<file path="src/sv/ffha_pkg.sv">
// ----------------------------------------------------------------------------
// ffha_pkg
// Shared types and constants of the first-fit heap allocator.
// ----------------------------------------------------------------------------
package ffha_pkg;

    localparam int MAX_BLOCKS = 64;
    localparam int HEAP_BYTES = 65536;
    localparam int IDX_W      = $clog2(MAX_BLOCKS);
    localparam int LNK_W      = IDX_W + 1;
    localparam int SIZE_W     = 16;
    localparam int HDR_W      = 7;
    localparam int LIM_W      = 17;
    localparam int CFG_IDX_W  = 1;

    localparam logic [LNK_W-1:0] NIL = LNK_W'(MAX_BLOCKS);

    localparam logic [CFG_IDX_W-1:0] REG_HEADER_BYTES = 1'b0;
    localparam logic [CFG_IDX_W-1:0] REG_HEAP_LIMIT   = 1'b1;

    localparam logic CMD_ALLOC   = 1'b0;
    localparam logic CMD_RELEASE = 1'b1;

    localparam logic [1:0] ST_DONE      = 2'd0;
    localparam logic [1:0] ST_FAIL      = 2'd1;
    localparam logic [1:0] ST_NOT_FOUND = 2'd2;

    // One table entry, stored as a single memory word.
    typedef struct packed {
        logic [SIZE_W-1:0] offset;
        logic [SIZE_W-1:0] size;
        logic              is_free;
        logic [LNK_W-1:0]  next;
        logic [LNK_W-1:0]  prev;
    } blk_t;

    localparam int BLK_W = $bits(blk_t);

    typedef enum logic [3:0] {
        S_IDLE,
        S_READ,
        S_CHECK,
        S_SPLIT_NEXT,
        S_REL_NEXT,
        S_REL_NEXT2,
        S_REL_PREV,
        S_REL_PREV2,
        S_REL_UNLINK,
        S_REL_UNLINK2,
        S_RESP
    } state_t;

    // Free-slot finder status handed to the controller.
    typedef struct packed {
        logic             full;
        logic [IDX_W-1:0] idx;
    } slot_t;

    localparam logic [LIM_W-1:0] LIMIT_CAP =
        LIM_W'((HEAP_BYTES < 65536) ? HEAP_BYTES : 65536);

endpackage

</file>
<file path="src/sv/ffha_ram.sv">
// ----------------------------------------------------------------------------
// ffha_ram
// Generic single-port-write, single-port-read RAM with registered read.
// ----------------------------------------------------------------------------
module ffha_ram #(
    parameter int WIDTH = 8,
    parameter int DEPTH = 64
) (
    input  logic                     aclk,
    input  logic                     we,
    input  logic [$clog2(DEPTH)-1:0] waddr,
    input  logic [WIDTH-1:0]         wdata,
    input  logic [$clog2(DEPTH)-1:0] raddr,
    output logic [WIDTH-1:0]         rdata
);

    logic [WIDTH-1:0] mem [DEPTH];

    always_ff @(posedge aclk) begin
        if (we) begin
            mem[waddr] <= wdata;
        end
        rdata <= mem[raddr];
    end

endmodule

</file>
<file path="src/sv/ffha_slots.sv">
// ----------------------------------------------------------------------------
// ffha_slots
// Slot occupancy bits with a lowest-free-slot finder.
// ----------------------------------------------------------------------------
module ffha_slots (
    input  logic                         aclk,
    input  logic                         aresetn,
    input  logic                         take,
    input  logic [ffha_pkg::IDX_W-1:0]   take_idx,
    input  logic                         give,
    input  logic [ffha_pkg::IDX_W-1:0]   give_idx,
    output ffha_pkg::slot_t              slot
);

    logic [ffha_pkg::MAX_BLOCKS-1:0] used_reg;
    logic [ffha_pkg::MAX_BLOCKS-1:0] used_next;

    always_comb begin
        used_next = used_reg;
        if (give) begin
            used_next[give_idx] = 1'b0;
        end
        if (take) begin
            used_next[take_idx] = 1'b1;
        end
    end

    always_ff @(posedge aclk) begin
        if (!aresetn) begin
            used_reg <= '0;
        end else begin
            used_reg <= used_next;
        end
    end

    // Priority pick of the lowest free slot.
    always_comb begin
        slot.full = 1'b1;
        slot.idx  = '0;
        for (int i = ffha_pkg::MAX_BLOCKS - 1; i >= 0; i--) begin
            if (!used_reg[i]) begin
                slot.full = 1'b0;
                slot.idx  = ffha_pkg::IDX_W'(i);
            end
        end
    end

endmodule

</file>
<file path="src/sv/ffha_ctrl.sv">
// ----------------------------------------------------------------------------
// ffha_ctrl
// List walker and read-modify-write sequencer over the block table.
// ----------------------------------------------------------------------------
module ffha_ctrl (
    input  logic                          aclk,
    input  logic                          aresetn,
    input  logic                          start,
    input  logic                          cmd,
    input  logic [ffha_pkg::SIZE_W-1:0]   req_size,
    input  logic [ffha_pkg::SIZE_W-1:0]   addr,
    input  logic [ffha_pkg::HDR_W-1:0]    hdr,
    input  logic [ffha_pkg::LIM_W-1:0]    limit,
    input  logic                          resp_taken,
    output logic                          busy,
    output logic                          resp_valid,
    output logic [ffha_pkg::SIZE_W-1:0]   resp_addr,
    output logic [1:0]                    resp_status,
    // table memory
    output logic                          mem_we,
    output logic [ffha_pkg::IDX_W-1:0]    mem_waddr,
    output ffha_pkg::blk_t                mem_wdata,
    output logic [ffha_pkg::IDX_W-1:0]    mem_raddr,
    input  ffha_pkg::blk_t                mem_rdata,
    // slots
    input  ffha_pkg::slot_t               slot,
    output logic                          slot_take,
    output logic [ffha_pkg::IDX_W-1:0]    slot_take_idx,
    output logic                          slot_give,
    output logic [ffha_pkg::IDX_W-1:0]    slot_give_idx
);

    localparam int IW = ffha_pkg::IDX_W;
    localparam int LW = ffha_pkg::LNK_W;
    localparam int SW = ffha_pkg::SIZE_W;
    localparam int CW = $clog2(ffha_pkg::MAX_BLOCKS + 1);

    ffha_pkg::state_t state_reg, state_next;

    logic [LW-1:0]  head_reg, head_next;
    logic [LW-1:0]  tail_reg, tail_next;
    logic [16:0]    brk_reg, brk_next;
    logic           cmd_reg, cmd_next;
    logic [SW-1:0]  size_reg, size_next;
    logic [SW-1:0]  addr_reg, addr_next;
    logic [LW-1:0]  cur_reg, cur_next;
    logic [CW-1:0]  steps_reg, steps_next;
    ffha_pkg::blk_t blk_reg, blk_next;     // copy of current entry
    ffha_pkg::blk_t oth_reg, oth_next;     // copy of a neighbour entry
    logic [LW-1:0]  vic_reg, vic_next;     // entry whose links are written
    logic           pend_reg, pend_next;   // patch prev (not next) link
    logic [SW-1:0]  raddr_reg, raddr_next;
    logic [1:0]     rstat_reg, rstat_next;

    logic [6:0]  hdr_eff;
    logic [17:0] end_sum;
    logic [17:0] merge_sum;
    logic [SW-1:0] merge_sat;

    always_comb begin
        hdr_eff = hdr;
        if (hdr == '0) hdr_eff = 7'd1;
        if (hdr > 7'd64) hdr_eff = 7'd64;
    end

    // Wide enough that a large request on top of a full break cannot wrap.
    assign end_sum   = 18'(brk_reg) + 18'(hdr_eff) + 18'(size_reg);
    assign merge_sum = 18'(blk_reg.size) + 18'(oth_reg.size) + 18'(hdr_eff);
    assign merge_sat = (merge_sum > 18'hFFFF) ? 16'hFFFF : merge_sum[SW-1:0];

    assign busy        = (state_reg != ffha_pkg::S_IDLE);
    assign resp_valid  = (state_reg == ffha_pkg::S_RESP);
    assign resp_addr   = raddr_reg;
    assign resp_status = rstat_reg;

    always_ff @(posedge aclk) begin
        if (!aresetn) begin
            state_reg <= ffha_pkg::S_IDLE;
            head_reg  <= ffha_pkg::NIL;
            tail_reg  <= ffha_pkg::NIL;
            brk_reg   <= '0;
        end else begin
            state_reg <= state_next;
            head_reg  <= head_next;
            tail_reg  <= tail_next;
            brk_reg   <= brk_next;
        end
        cmd_reg   <= cmd_next;
        size_reg  <= size_next;
        addr_reg  <= addr_next;
        cur_reg   <= cur_next;
        steps_reg <= steps_next;
        blk_reg   <= blk_next;
        oth_reg   <= oth_next;
        vic_reg   <= vic_next;
        pend_reg  <= pend_next;
        raddr_reg <= raddr_next;
        rstat_reg <= rstat_next;
    end

    always_comb begin
        state_next    = state_reg;
        head_next     = head_reg;
        tail_next     = tail_reg;
        brk_next      = brk_reg;
        cmd_next      = cmd_reg;
        size_next     = size_reg;
        addr_next     = addr_reg;
        cur_next      = cur_reg;
        steps_next    = steps_reg;
        blk_next      = blk_reg;
        oth_next      = oth_reg;
        vic_next      = vic_reg;
        pend_next     = pend_reg;
        raddr_next    = raddr_reg;
        rstat_next    = rstat_reg;
        mem_we        = 1'b0;
        mem_waddr     = cur_reg[IW-1:0];
        mem_wdata     = blk_reg;
        mem_raddr     = cur_reg[IW-1:0];
        slot_take     = 1'b0;
        slot_take_idx = slot.idx;
        slot_give     = 1'b0;
        slot_give_idx = vic_reg[IW-1:0];

        unique case (state_reg)
            ffha_pkg::S_IDLE: begin
                if (start) begin
                    cmd_next   = cmd;
                    size_next  = req_size;
                    addr_next  = addr;
                    cur_next   = head_reg;
                    steps_next = '0;
                    raddr_next = '0;
                    rstat_next = ffha_pkg::ST_DONE;
                    if (cmd == ffha_pkg::CMD_ALLOC && req_size == '0) begin
                        rstat_next = ffha_pkg::ST_FAIL;
                        state_next = ffha_pkg::S_RESP;
                    end else if (cmd == ffha_pkg::CMD_RELEASE && addr == '0) begin
                        state_next = ffha_pkg::S_RESP;
                    end else begin
                        state_next = ffha_pkg::S_READ;
                    end
                end
            end

            // Issue the read of the current entry or finish the walk.
            ffha_pkg::S_READ: begin
                mem_raddr = cur_reg[IW-1:0];
                if (cur_reg == ffha_pkg::NIL || steps_reg == CW'(ffha_pkg::MAX_BLOCKS)) begin
                    state_next = ffha_pkg::S_RESP;
                    if (cmd_reg == ffha_pkg::CMD_RELEASE) begin
                        rstat_next = ffha_pkg::ST_NOT_FOUND;
                    end else if (slot.full || end_sum > 18'(limit)) begin
                        rstat_next = ffha_pkg::ST_FAIL;
                    end else begin
                        // Append a new block at the break.
                        mem_we          = 1'b1;
                        mem_waddr       = slot.idx;
                        mem_wdata.offset = brk_reg[SW-1:0];
                        mem_wdata.size   = size_reg;
                        mem_wdata.is_free = 1'b0;
                        mem_wdata.next   = ffha_pkg::NIL;
                        mem_wdata.prev   = tail_reg;
                        slot_take       = 1'b1;
                        raddr_next      = brk_reg[SW-1:0] + SW'(hdr_eff);
                        brk_next        = end_sum[16:0];
                        tail_next       = {1'b0, slot.idx};
                        if (tail_reg == ffha_pkg::NIL) begin
                            head_next = {1'b0, slot.idx};
                        end else begin
                            // Patch old tail's next link via read-modify-write.
                            vic_next   = tail_reg;
                            oth_next.next = {1'b0, slot.idx};
                            mem_raddr  = tail_reg[IW-1:0];
                            state_next = ffha_pkg::S_REL_UNLINK2;
                            pend_next  = 1'b0;
                        end
                    end
                end else begin
                    state_next = ffha_pkg::S_CHECK;
                end
            end

            ffha_pkg::S_CHECK: begin
                blk_next   = mem_rdata;
                steps_next = steps_reg + 1'b1;
                cur_next   = mem_rdata.next;
                state_next = ffha_pkg::S_READ;
                if (cmd_reg == ffha_pkg::CMD_ALLOC) begin
                    if (mem_rdata.is_free && mem_rdata.size >= size_reg) begin
                        cur_next   = cur_reg;
                        raddr_next = mem_rdata.offset + SW'(hdr_eff);
                        mem_we     = 1'b1;
                        mem_waddr  = cur_reg[IW-1:0];
                        mem_wdata  = mem_rdata;
                        mem_wdata.is_free = 1'b0;
                        state_next = ffha_pkg::S_RESP;
                        if ((mem_rdata.size - size_reg) >= SW'(hdr_eff) && !slot.full) begin
                            mem_wdata.size = size_reg;
                            mem_wdata.next = {1'b0, slot.idx};
                            slot_take      = 1'b1;
                            blk_next.offset = mem_rdata.offset + SW'(hdr_eff) + size_reg;
                            blk_next.size   = mem_rdata.size - size_reg - SW'(hdr_eff);
                            blk_next.is_free = 1'b1;
                            blk_next.prev   = cur_reg;
                            blk_next.next   = mem_rdata.next;
                            vic_next        = {1'b0, slot.idx};
                            state_next      = ffha_pkg::S_SPLIT_NEXT;
                        end
                    end
                end else if (mem_rdata.offset + SW'(hdr_eff) == addr_reg) begin
                    cur_next   = cur_reg;
                    blk_next.is_free = 1'b1;
                    mem_raddr  = mem_rdata.next[IW-1:0];
                    state_next = ffha_pkg::S_REL_NEXT;
                end
            end

            // Write the split remainder and fix the follower's prev link.
            ffha_pkg::S_SPLIT_NEXT: begin
                mem_we    = 1'b1;
                mem_waddr = vic_reg[IW-1:0];
                mem_wdata = blk_reg;
                if (blk_reg.next == ffha_pkg::NIL) begin
                    tail_next  = vic_reg;
                    state_next = ffha_pkg::S_RESP;
                end else begin
                    mem_raddr  = blk_reg.next[IW-1:0];
                    cur_next   = blk_reg.next;
                    oth_next.prev = vic_reg;
                    pend_next  = 1'b1;
                    state_next = ffha_pkg::S_REL_UNLINK2;
                    vic_next   = blk_reg.next;
                end
            end

            // Next neighbour data arrives; absorb it if free.
            ffha_pkg::S_REL_NEXT: begin
                if (blk_reg.next != ffha_pkg::NIL && mem_rdata.is_free) begin
                    oth_next   = mem_rdata;
                    vic_next   = blk_reg.next;
                    state_next = ffha_pkg::S_REL_NEXT2;
                end else begin
                    mem_raddr  = blk_reg.prev[IW-1:0];
                    state_next = ffha_pkg::S_REL_PREV;
                end
            end

            ffha_pkg::S_REL_NEXT2: begin
                blk_next.size = merge_sat;
                blk_next.next = oth_reg.next;
                slot_give     = 1'b1;
                slot_give_idx = vic_reg[IW-1:0];
                if (oth_reg.next == ffha_pkg::NIL) begin
                    tail_next  = cur_reg;
                    mem_raddr  = blk_reg.prev[IW-1:0];
                    state_next = ffha_pkg::S_REL_PREV;
                end else begin
                    mem_raddr  = oth_reg.next[IW-1:0];
                    vic_next   = oth_reg.next;
                    oth_next.prev = cur_reg;
                    pend_next  = 1'b1;
                    state_next = ffha_pkg::S_REL_UNLINK;
                end
            end

            // Fix prev link of the entry after the absorbed one.
            ffha_pkg::S_REL_UNLINK: begin
                mem_we    = 1'b1;
                mem_waddr = vic_reg[IW-1:0];
                mem_wdata = mem_rdata;
                mem_wdata.prev = oth_reg.prev;
                mem_raddr  = blk_reg.prev[IW-1:0];
                state_next = ffha_pkg::S_REL_PREV;
            end

            ffha_pkg::S_REL_PREV: begin
                if (blk_reg.prev != ffha_pkg::NIL && mem_rdata.is_free) begin
                    oth_next   = mem_rdata;
                    state_next = ffha_pkg::S_REL_PREV2;
                end else begin
                    mem_we     = 1'b1;
                    mem_waddr  = cur_reg[IW-1:0];
                    mem_wdata  = blk_reg;
                    state_next = ffha_pkg::S_RESP;
                end
            end

            // Fold current into prev and drop current.
            ffha_pkg::S_REL_PREV2: begin
                mem_we         = 1'b1;
                mem_waddr      = blk_reg.prev[IW-1:0];
                mem_wdata      = oth_reg;
                mem_wdata.size = merge_sat;
                mem_wdata.next = blk_reg.next;
                slot_give      = 1'b1;
                slot_give_idx  = cur_reg[IW-1:0];
                if (blk_reg.next == ffha_pkg::NIL) begin
                    tail_next  = blk_reg.prev;
                    state_next = ffha_pkg::S_RESP;
                end else begin
                    mem_raddr  = blk_reg.next[IW-1:0];
                    vic_next   = blk_reg.next;
                    oth_next.prev = blk_reg.prev;
                    pend_next  = 1'b0;
                    state_next = ffha_pkg::S_REL_UNLINK2;
                end
            end

            // Generic link patch: vic's data has arrived; set one link.
            ffha_pkg::S_REL_UNLINK2: begin
                mem_we    = 1'b1;
                mem_waddr = vic_reg[IW-1:0];
                mem_wdata = mem_rdata;
                if (pend_reg) begin
                    mem_wdata.prev = oth_reg.prev;
                end else if (cmd_reg == ffha_pkg::CMD_ALLOC) begin
                    mem_wdata.next = oth_reg.next;
                end else begin
                    mem_wdata.prev = oth_reg.prev;
                end
                state_next = ffha_pkg::S_RESP;
            end

            ffha_pkg::S_RESP: begin
                if (resp_taken) begin
                    state_next = ffha_pkg::S_IDLE;
                end
            end

            default: begin
                state_next = ffha_pkg::S_IDLE;
            end
        endcase
    end

endmodule

</file>
<file path="src/sv/first_fit_heap_allocator.sv">
// A zero-size allocate or a null release goes straight to the result; other
// requests walk the list, reading one entry at a time over the single-read-port
// block memory. One request in flight; the next is taken the cycle after its
// result enters the output register.
// Reset: synchronous active-low aresetn empties the list, zeros the break
// and restores header_bytes to 16 and heap_limit to 65536. No clearing pass.
// ----------------------------------------------------------------------------
// first_fit_heap_allocator
// First-fit heap allocator with block split and free-neighbor merging.
// ----------------------------------------------------------------------------
module first_fit_heap_allocator (
    input  logic                               aclk,
    input  logic                               aresetn,
    input  logic                               cfg_we,
    input  logic [ffha_pkg::CFG_IDX_W-1:0]     cfg_index,
    input  logic [ffha_pkg::LIM_W-1:0]         cfg_data,
    input  logic                               s_valid,
    output logic                               s_ready,
    input  logic                               s_cmd,
    input  logic [15:0]                        s_req_size,
    input  logic [15:0]                        s_addr,
    output logic                               m_valid,
    input  logic                               m_ready,
    output logic [15:0]                        m_result_addr,
    output logic [1:0]                         m_status
);

    logic [ffha_pkg::HDR_W-1:0] hdr_reg;
    logic [ffha_pkg::LIM_W-1:0] lim_reg;
    logic [ffha_pkg::LIM_W-1:0] lim_eff;
    logic busy;
    logic mem_we;
    logic [ffha_pkg::IDX_W-1:0] mem_waddr, mem_raddr;
    ffha_pkg::blk_t mem_wdata, mem_rdata;
    ffha_pkg::slot_t slot;
    logic slot_take, slot_give;
    logic [ffha_pkg::IDX_W-1:0] slot_take_idx, slot_give_idx;
    logic        resp_valid, resp_taken;
    logic [15:0] resp_addr;
    logic [1:0]  resp_status;
    logic        out_valid_reg, out_valid_next;
    logic [15:0] out_addr_reg, out_addr_next;
    logic [1:0]  out_status_reg, out_status_next;

    always_ff @(posedge aclk) begin
        if (!aresetn) begin
            hdr_reg <= 7'd16;
            lim_reg <= 17'd65536;
        end else if (cfg_we) begin
            unique case (cfg_index)
                ffha_pkg::REG_HEADER_BYTES: hdr_reg <= cfg_data[ffha_pkg::HDR_W-1:0];
                ffha_pkg::REG_HEAP_LIMIT:   lim_reg <= cfg_data;
                default: ;
            endcase
        end
    end

    assign lim_eff = (lim_reg > ffha_pkg::LIMIT_CAP) ? ffha_pkg::LIMIT_CAP : lim_reg;
    assign s_ready = !busy;

    // Output register: frees the walker while a result waits on the receiver.
    assign resp_taken = !out_valid_reg || m_ready;

    always_comb begin
        out_valid_next  = out_valid_reg;
        out_addr_next   = out_addr_reg;
        out_status_next = out_status_reg;
        if (m_ready) begin
            out_valid_next = 1'b0;
        end
        if (resp_valid && resp_taken) begin
            out_valid_next  = 1'b1;
            out_addr_next   = resp_addr;
            out_status_next = resp_status;
        end
    end

    always_ff @(posedge aclk) begin
        if (!aresetn) begin
            out_valid_reg  <= 1'b0;
            out_addr_reg   <= '0;
            out_status_reg <= ffha_pkg::ST_DONE;
        end else begin
            out_valid_reg  <= out_valid_next;
            out_addr_reg   <= out_addr_next;
            out_status_reg <= out_status_next;
        end
    end

    assign m_valid       = out_valid_reg;
    assign m_result_addr = out_addr_reg;
    assign m_status      = out_status_reg;

    ffha_ram #(
        .WIDTH(ffha_pkg::BLK_W),
        .DEPTH(ffha_pkg::MAX_BLOCKS)
    ) u_tbl (
        .aclk  (aclk),
        .we    (mem_we),
        .waddr (mem_waddr),
        .wdata (mem_wdata),
        .raddr (mem_raddr),
        .rdata (mem_rdata)
    );

    ffha_slots u_slots (
        .aclk     (aclk),
        .aresetn  (aresetn),
        .take     (slot_take),
        .take_idx (slot_take_idx),
        .give     (slot_give),
        .give_idx (slot_give_idx),
        .slot     (slot)
    );

    ffha_ctrl u_ctrl (
        .aclk          (aclk),
        .aresetn       (aresetn),
        .start         (s_valid && s_ready),
        .cmd           (s_cmd),
        .req_size      (s_req_size),
        .addr          (s_addr),
        .hdr           (hdr_reg),
        .limit         (lim_eff),
        .resp_taken    (resp_taken),
        .busy          (busy),
        .resp_valid    (resp_valid),
        .resp_addr     (resp_addr),
        .resp_status   (resp_status),
        .mem_we        (mem_we),
        .mem_waddr     (mem_waddr),
        .mem_wdata     (mem_wdata),
        .mem_raddr     (mem_raddr),
        .mem_rdata     (mem_rdata),
        .slot          (slot),
        .slot_take     (slot_take),
        .slot_take_idx (slot_take_idx),
        .slot_give     (slot_give),
        .slot_give_idx (slot_give_idx)
    );

endmodule

</file>
<file path="config.mk">
export PLATFORM = sky130hd
export DESIGN_NAME = first_fit_heap_allocator
export DESIGN_NICKNAME = d
export VERILOG_FILES = /design/src/sv/ffha_pkg.sv /design/src/sv/ffha_ram.sv /design/src/sv/ffha_slots.sv /design/src/sv/ffha_ctrl.sv /design/src/sv/first_fit_heap_allocator.sv
export SDC_FILE = /design/constraint.sdc
export NUM_CORES = 2
export LEC_CHECK = 0
export BUFFER_PORTS_ARGS = -buffer_cell sky130_fd_sc_hd__buf_4
export CAP_MARGIN = 10
export CORE_ASPECT_RATIO = 1.25
export CORE_MARGIN = 1.5
export CORE_UTILIZATION = 35
export DETAILED_ROUTE_END_ITERATION = 10
export GPL_ROUTABILITY_DRIVEN = 0
export PLACE_DENSITY = 0.56
export SYNTH_ARGS = -nofsm -noshare
export SYNTH_HDL_FRONTEND = slang
export SYNTH_HIERARCHICAL = 1
export SYNTH_SLANG_ARGS = --single-unit
export TNS_END_PERCENT = 50
</file>
<file path="constraint.sdc">
create_clock -name aclk -period 8.9 [get_ports aclk]
set_clock_uncertainty 0.05 [all_clocks]
set_input_delay 0.445 -clock aclk [delete_from_list [all_inputs] [get_ports aclk]]
set_output_delay 0.445 -clock aclk [all_outputs]
set_load 0.01 [all_outputs]
</file>
After elaboration in Yosys (flattened, before gate mapping):

Memory sizes are Yosys's and may differ from the RTL's. A register that Yosys moved wholly into a read port is not among the register bits.
Cells that the tools add are included.
W data, S select, Z words.

* memories kept: 1
* ROM bits: 0
* logic and storage cells: 348
* input port bits: 56
* bits in latches: 0
* output and inout port bits: 20
* register bits: 309
* memory bits (writable): 3008

* add/subtract/negate cells: 10
* magnitude comparators: 10
* muxes and demuxes: 200
* multiply operators: 0
* shift-type cells: 0
* divide/modulo/power cells: 0
* equality and inequality tests: 39
* bitwise logic cells: 7
* reductions and logical operators: 52

Memory list
* u_tbl.mem: words 64, width 47, rd ports 1, clocked after memory_dff 1, wr ports 1, RTL line ffha_ram.sv:17 `logic [WIDTH-1:0] mem [DEPTH];`

Operator list (number)
* $mux W7: 99
* $mux W47: 9
* $pmux W47 S5: 1
* $mux W16: 8
* $mux W64: 2
* $mux W6: 13
* $pmux W7 S5: 2
* $pmux W33 S2: 1
* $and A64 B64 Y64: 1
* $not A64 Y64: 1
* $or A64 B64 Y64: 1
* $mux W4: 12
* $pmux W16 S3: 1
* $pmux W7 S3: 2
* $pmux W4 S10: 1
* $pmux W6 S6: 1
* $eq A7 B7 Y1 const B: 5
* $add A16 B7 Y16: 2
* $logic_not A16 Y1: 2
* $mux W32: 1
* $pmux W16 S2: 1
* $pmux W7 S2: 2
* $pmux W7 S4: 1
* $mux W1: 26
* 57 further kinds: 123

Depth between registers and ports, before layout:

* depth in word-level cells: 71
* mapped depth: 34

By module:

Netlist, hierarchy kept.

By module, submodules not included
* ffha_ram: seq. area each 91267.5 um^2, cells an instance 4840, times used 1, area each 115055.3 um^2
* ffha_ctrl: seq. area each 5715.5 um^2, cells an instance 1814, times used 1, area each 16444.5 um^2
* ffha_slots: seq. area each 1281.2 um^2, cells an instance 465, times used 1, area each 3513.4 um^2
* first_fit_heap_allocator: seq. area each 860.8 um^2, cells an instance 208, times used 1, area each 1869.3 um^2

Least setup slack after synthesis:

OpenSTA, ideal clock, no wires.

* kind: flip-flop to flip-flop
* start: register hdr_reg[6] (netlist name)
* end: memory u_tbl/mem[28][0] (netlist name) (enable)
* clock period less this slack: 8.819 ns
* arrival time: 8.317 ns
* setup slack: 0.081 ns
* cell stages (with the launch flop): 30
* buffers on the path: 3
* required time: 8.398 ns
* cells stage by stage: dfxtp_1 -> inv_1 -> nand2_1 -> inv_1 -> fa_1 -> ha_1 -> fa_1 -> a211o_1 -> o211ai_1 -> a2111oi_0 -> nor2_1 -> o21bai_1 -> a21oi_1 -> xnor2_1 -> ha_1 -> nand3_1 -> a21oi_1 -> a2111oi_0 -> a31oi_1 -> nor4b_1 -> nand2b_1 -> nor2_1 -> clkbuf_1 -> a222oi_1 -> nand2_1 -> clkbuf_1 -> or3b_2 -> or2_2 -> clkbuf_1 -> nor2_1

* elaborated cells between the ends (all ways): 18
* those cells by class: 2 x add/sub; 2 x order compare; 12 x mux; 2 x reduce/logical

RTL lines
* from (decl): RTL line first_fit_heap_allocator.sv:28 `logic [ffha_pkg::HDR_W-1:0] hdr_reg;`
* from (signal assigned): RTL line first_fit_heap_allocator.sv:51 `ffha_pkg::REG_HEADER_BYTES: hdr_reg <= cfg_data[ffha_pkg::HDR_W-1:0];`
* parallel branches: the longest is 2 deep, another holds $gt A7 B7 Y1
* $mux W7 *: RTL line ffha_ctrl.sv:63 `if (hdr > 7'd64) hdr_eff = 7'd64;`
* $add A17 B7 Y18 *: RTL line ffha_ctrl.sv:67 `assign end_sum = 18'(brk_reg) + 18'(hdr_eff) + 18'(size_reg);`
* $add A18 B16 Y18 *: RTL line ffha_ctrl.sv:67
* net u_ctrl.end_sum[15]: RTL line ffha_ctrl.sv:56 `logic [17:0] end_sum;`
* $gt A18 B17 Y1 *: RTL line ffha_ctrl.sv:154 `end else if (slot.full || end_sum > 18'(limit)) begin`
* $logic_or A1 B1 Y1 *: RTL line ffha_ctrl.sv:154
* $mux W6 *: RTL line ffha_ctrl.sv:154
* $mux W6 *: RTL line ffha_ctrl.sv:152 `if (cmd_reg == ffha_pkg::CMD_RELEASE) begin`
* $mux W6 *: RTL line ffha_ctrl.sv:150 `if (cur_reg == ffha_pkg::NIL || steps_reg == CW'(ffha_pkg::MAX_BLOCKS)) begin`
* $pmux W6 S3 *: RTL line ffha_ctrl.sv:126 `unique case (state_reg)`
* net mem_waddr, one bit: RTL line first_fit_heap_allocator.sv:33 `logic [ffha_pkg::IDX_W-1:0] mem_waddr, mem_raddr;`
* to (decl): RTL line ffha_ram.sv:17

Mark *: on every way through the listed nets, which the timed path passes.

Worst setup path after layout:

* start: register hdr_reg[6] (netlist name)
* end: register u_tbl.rdata[19], read port of u_tbl.mem

* longest elaborated chain between the ends: 11
* elaborated cells between the ends (all ways): 16
* those cells by class: 3 x add/sub; 2 x order compare; 1 x eq/ne; 8 x mux; 2 x reduce/logical

RTL lines
* parallel branches: the longest is 2 deep, another holds $gt A7 B7 Y1
* $mux W7 *: RTL line ffha_ctrl.sv:63
* $add A17 B7 Y18 *: RTL line ffha_ctrl.sv:67
* $add A18 B16 Y18 *: RTL line ffha_ctrl.sv:67
* net u_ctrl.end_sum[15]: RTL line ffha_ctrl.sv:56
* $gt A18 B17 Y1 *: RTL line ffha_ctrl.sv:154
* $logic_or A1 B1 Y1 *: RTL line ffha_ctrl.sv:154
* $mux W6 *: RTL line ffha_ctrl.sv:154
* $mux W6 *: RTL line ffha_ctrl.sv:152
* $mux W6 *: RTL line ffha_ctrl.sv:150
* $pmux W6 S6 *: RTL line ffha_ctrl.sv:126
* net mem_raddr, one bit: RTL line first_fit_heap_allocator.sv:33
* to (decl): RTL line ffha_ram.sv:14 `output logic [WIDTH-1:0] rdata`

Marked as above.
A chain may end at the register's enable or synchronous reset.

==> flow_summary.json <==
{
  "cp.required_ns": 9.57,
  "switching_share_pct": 36.2,
  "fp.coreArea_sq_um": 389000,
  "critPathMaxStageDelay_ns": 0.66,
  "firstDrtPassIters": 9,
  "p_leak_nw": 50.3,
  "ant_nets": 0,
  "grt.total_usage_pct": 19.5,
  "vias": 74027,
  "syn_area_sq_um": 137000,
  "cts_root_buf": "clkbuf_16",
  "finalCriticalPeriod_ns": 8.38,
  "ys_warn_count": 6,
  "startpoint_type": "flop",
  "path_max_fanout": 39,
  "grt_start_max_net_pins": 93,
  "min_path_cells": 4,
  "viasPerCell": 5.61,
  "synthAdderAreaFrac_pct": 1.31,
  "regToRegSetupSlack_ns": 0.52,
  "htree_levels": 5,
  "finalHoldViolations": 0,
  "yosysUniqueCellTypes": 106,
  "wl_per_cell_um": 29.7,
  "reg2reg_to": "u_tbl/rdata[19]",
  "avgSynthCellArea_sq_um": 18.7,
  "syn_inst": 7327,
  "largest_reg_flops": 3008,
  "cts.sink_count": 3364,
  "slowest_stage": "nor2b_2",
  "grt_pass1_wl_um": 557000,
  "start_util_pct": 35.2,
  "worst_skew_pair.late_latency_ns": 0.93,
  "fill_cells": 34341,
  "drv_cap": 0,
  "synth_top_family_by_area": "multiplexers",
  "grt_antenna_before_repair": 6,
  "arrival_ns": 9.05,
  "fin_crit_sh_pct": 94.2,
  "slew_headroom_pct": 16.9,
  "port_buffers": 75,
  "synth-seq-cells": 3364,
  "hold_end": "m_result_addr[4]",
  "async_reset_ff_share_pct": 0,
  "tightest_slew_ns": 1.23,
  "setup_viol": 0,
  "outcome": "completed",
  "holdCritPathClass": "in -> reg",
  "end_kind": "flop",
  "area_delta_synth_final_pct": 15.7,
  "synth_compound_area_share_pct": 5.03,
  "p_seq_share_pct": 33.8,
  "cts.clk_slew.worst_paths_ns": 0.06,
  "drive_gt1_share_pct": 23.9,
  "synth_fp_nets": 7517,
  "synth.area.mux_share_pct": 14.8,
  "cellPowerDensity_nw_per_um2": 392,
  "dieArea_sq_um": 395000,
  "final_util_pct": 40.7,
  "wirelength_um": 392000,
  "internal-power_mw": 39.6,
  "p_sw_mw": 22.5,
  "clockPowerShare_pct": 23.3,
  "final_nets": 7941,
  "cts_tree": "yes",
  "post-place-ws_ns": -0.218,
  "ir_drop_mv": 0.374,
  "seq_area_frac_synth_pct": 72.4,
  "drtIter0Drc": 7822,
  "ioPinCount": 76,
  "grt_pass1_vias": 75395,
  "rr_worst_depth": 33,
  "clockBufferDepth": 4,
  "drc": 0,
  "die_x_um": 562,
  "hpwl_um": 240000,
  "synth-xor-area-share_pct": 0.761,
  "cts_buffers": 331,
  "synth_simple_gate_area_share_pct": 4.08,
  "r2r-start": "hdr_reg[6]",
  "path_class": "reg -> reg",
  "hp-start": "m_ready",
  "fp.dieH_um": 702,
  "setup_ws_ns": 0.517,
  "row_count": 256,
  "ys.flop_type": "edfxtp_1",
  "p_comb_share_pct": 43.0,
  "grt-ovfl-total": 0,
  "synth_enable_flop_cells": 3175,
  "fmax_mhz": 119,
  "drv_slew": 0
}
[cell usage in the layout, fill, tap and decap left out, types with 35 or more instances in the layout]
cell / instances
edfxtp_1: 3175
mux4_2: 798
nand2_1: 407
buf_4: 348
clkbuf_16: 342
nor2_1: 244
mux2i_1: 208
a21oi_1: 194
dfxtp_1: 189
o21ai_0: 170
o22ai_1: 122
ha_1: 119
inv_1: 104
a21boi_0: 100
nand3_1: 91
nor2b_1: 82
clkbuf_1: 69
nor2_4: 66
buf_12: 66
xnor2_1: 65
dlygate4sd3_1: 56
clkinv_1: 54
xor2_1: 46
bufinv_16: 45
nor3_1: 43
clkinv_2: 41
o221ai_1: 41
nand2b_1: 36
a222oi_1: 35
[logic make-up after synthesis]
| group | Yosys count |
|---|---|
| AOI/OAI and AO/OA | 1008 |
| and+or+nand+nor | 1185 |
| DFF | 3364 |
| adders and majority gates | 134 |
| buffers and inverters | 500 |
| muxes | 1022 |
| xor gates and xnor gates | 114 |
[stage by stage]
step	std cells	hold slack [ns]	total power, mW	setup TNS, ns	cell area, sq um
5_1_grt	13180	0.0987	64.6	-0.193	158000
6_report	13184	0.118	62.1	0	158000
3_5_place_dp	12512	0.385	47.7	-0.576	146000
2_1_floorplan	7327	0.356	38.3	0	137000
3_3_place_gp	12512	0.383	47.5	-3.14	146000
4_1_cts	13169	0.0467	62.2	0	158000
[worst max-delay path: cells and delay by family (launching register included)]
kind | cells | cell delay, ns
DFF | 1 | 0.31
xor gates and xnor gates | 1 | 0.11
adders and majority gates | 4 | 1.41
AOI/OAI and AO/OA | 10 | 2.62
and+or+nand+nor | 11 | 2.24
buffers and inverters | 7 | 1.40
[cells in the mapped netlist, types with 11 or more instances]
library cell  count  area, sq um
edfxtp_1       3175        95300
mux4_2          798        18000
nand2_1         427         1600
nor2_1          312         1170
clkbuf_1        208          781
mux2i_1         208         2080
a21oi_1         198          991
dfxtp_1         189         3780
o21ai_0         177          886
o22ai_1         134          838
ha_1            119         1490
buf_2           111          556
inv_1           106          398
a21boi_0        100          751
nand3_1          99          495
nor2b_1          83          519
xnor2_1          65          569
o221ai_1         47          412
xor2_1           46          403
nor3_1           43          215
nand2b_1         39          244
a222oi_1         35          350
buf_1            32          120
a21o_1           29          218
buf_4            28          210
nand4_1          28          175
and3_1           26          163
a22oi_1          23          173
o21a_1           23          173
a221oi_1         20          175
a211oi_1         17          128
or2_2            17          106
or3_1            17          106
a31oi_1          16          100
and2_1           16          100
nor4_1           16          100
a311oi_1         15          131
fa_1             15          300
a221o_1          14          140
a22o_1           14          123
o211ai_1         14          105
a21boi_1         12         90.1
o21bai_1         12         90.1
nand3b_1         11         82.6
o2111ai_1        11         96.3
[power by group through the flow]
stage	sequential (mW)	combinational, mW	clock (mW)
2_1_floorplan	20.9	17.4	0
3_3_place_gp	21.3	26.2	0
3_5_place_dp	21.3	26.4	0
4_1_cts	21.0	26.6	14.7
5_1_grt	21.0	28.4	15.3
6_report	21.0	26.7	14.4
[per-layer routing]
| layer | vias to the layer above | part of all wire, % | wire [um] | GRT usage (%) |
|---|---|---|---|---|
| li1 | 30791 | - | - | - |
| met1 | 39617 | 39 | 154000 | 24.7 |
| met2 | 2947 | 51 | 199000 | 34.2 |
| met3 | 668 | 6.3 | 24700 | 2.73 |
| met4 | 4 | 3.7 | 14400 | 6.90 |
| met5 | - | 0.0069 | 27 | 0 |
[worst max path at each step]
stage                    start                to  slack, ns  cells after the start
global placement    hdr_reg[6]   u_tbl/rdata[18]      -0.46                     32
finish              hdr_reg[6]   u_tbl/rdata[19]       0.52                     33
global route        hdr_reg[6]   u_tbl/rdata[37]      -0.04                     33
floorplan           hdr_reg[6]  u_tbl/mem[28][0]       0.08                     29
CTS                 hdr_reg[6]   u_tbl/rdata[42]       0.06                     32
detailed placement  hdr_reg[6]   u_tbl/rdata[18]      -0.22                     32
[area by class of cell]
type / count / area [sq um] / area share (%)
diodes: 5 / 12.5 / 0.00790
clock buffers: 420 / 8920 / 5.63
clock inverters: 181 / 2130 / 1.34
inverters: 108 / 405 / 0.256
multi-input cells: 3463 / 36600 / 23.1
flip-flops and latches: 3364 / 99100 / 62.6
well taps: 5160 / 6460 / 4.08
repair buffers: 483 / 4700 / 2.97
[timing repair]
item                       CTS  global route
gates resized for setup      7            33
pin swaps                    0             2
setup endpoints to repair    9           458
gates cloned                 0             2
hold endpoints to repair    94             0
buffers inserted             0             4
hold buffers                56             0
Power figures use the tool's default switching activity.
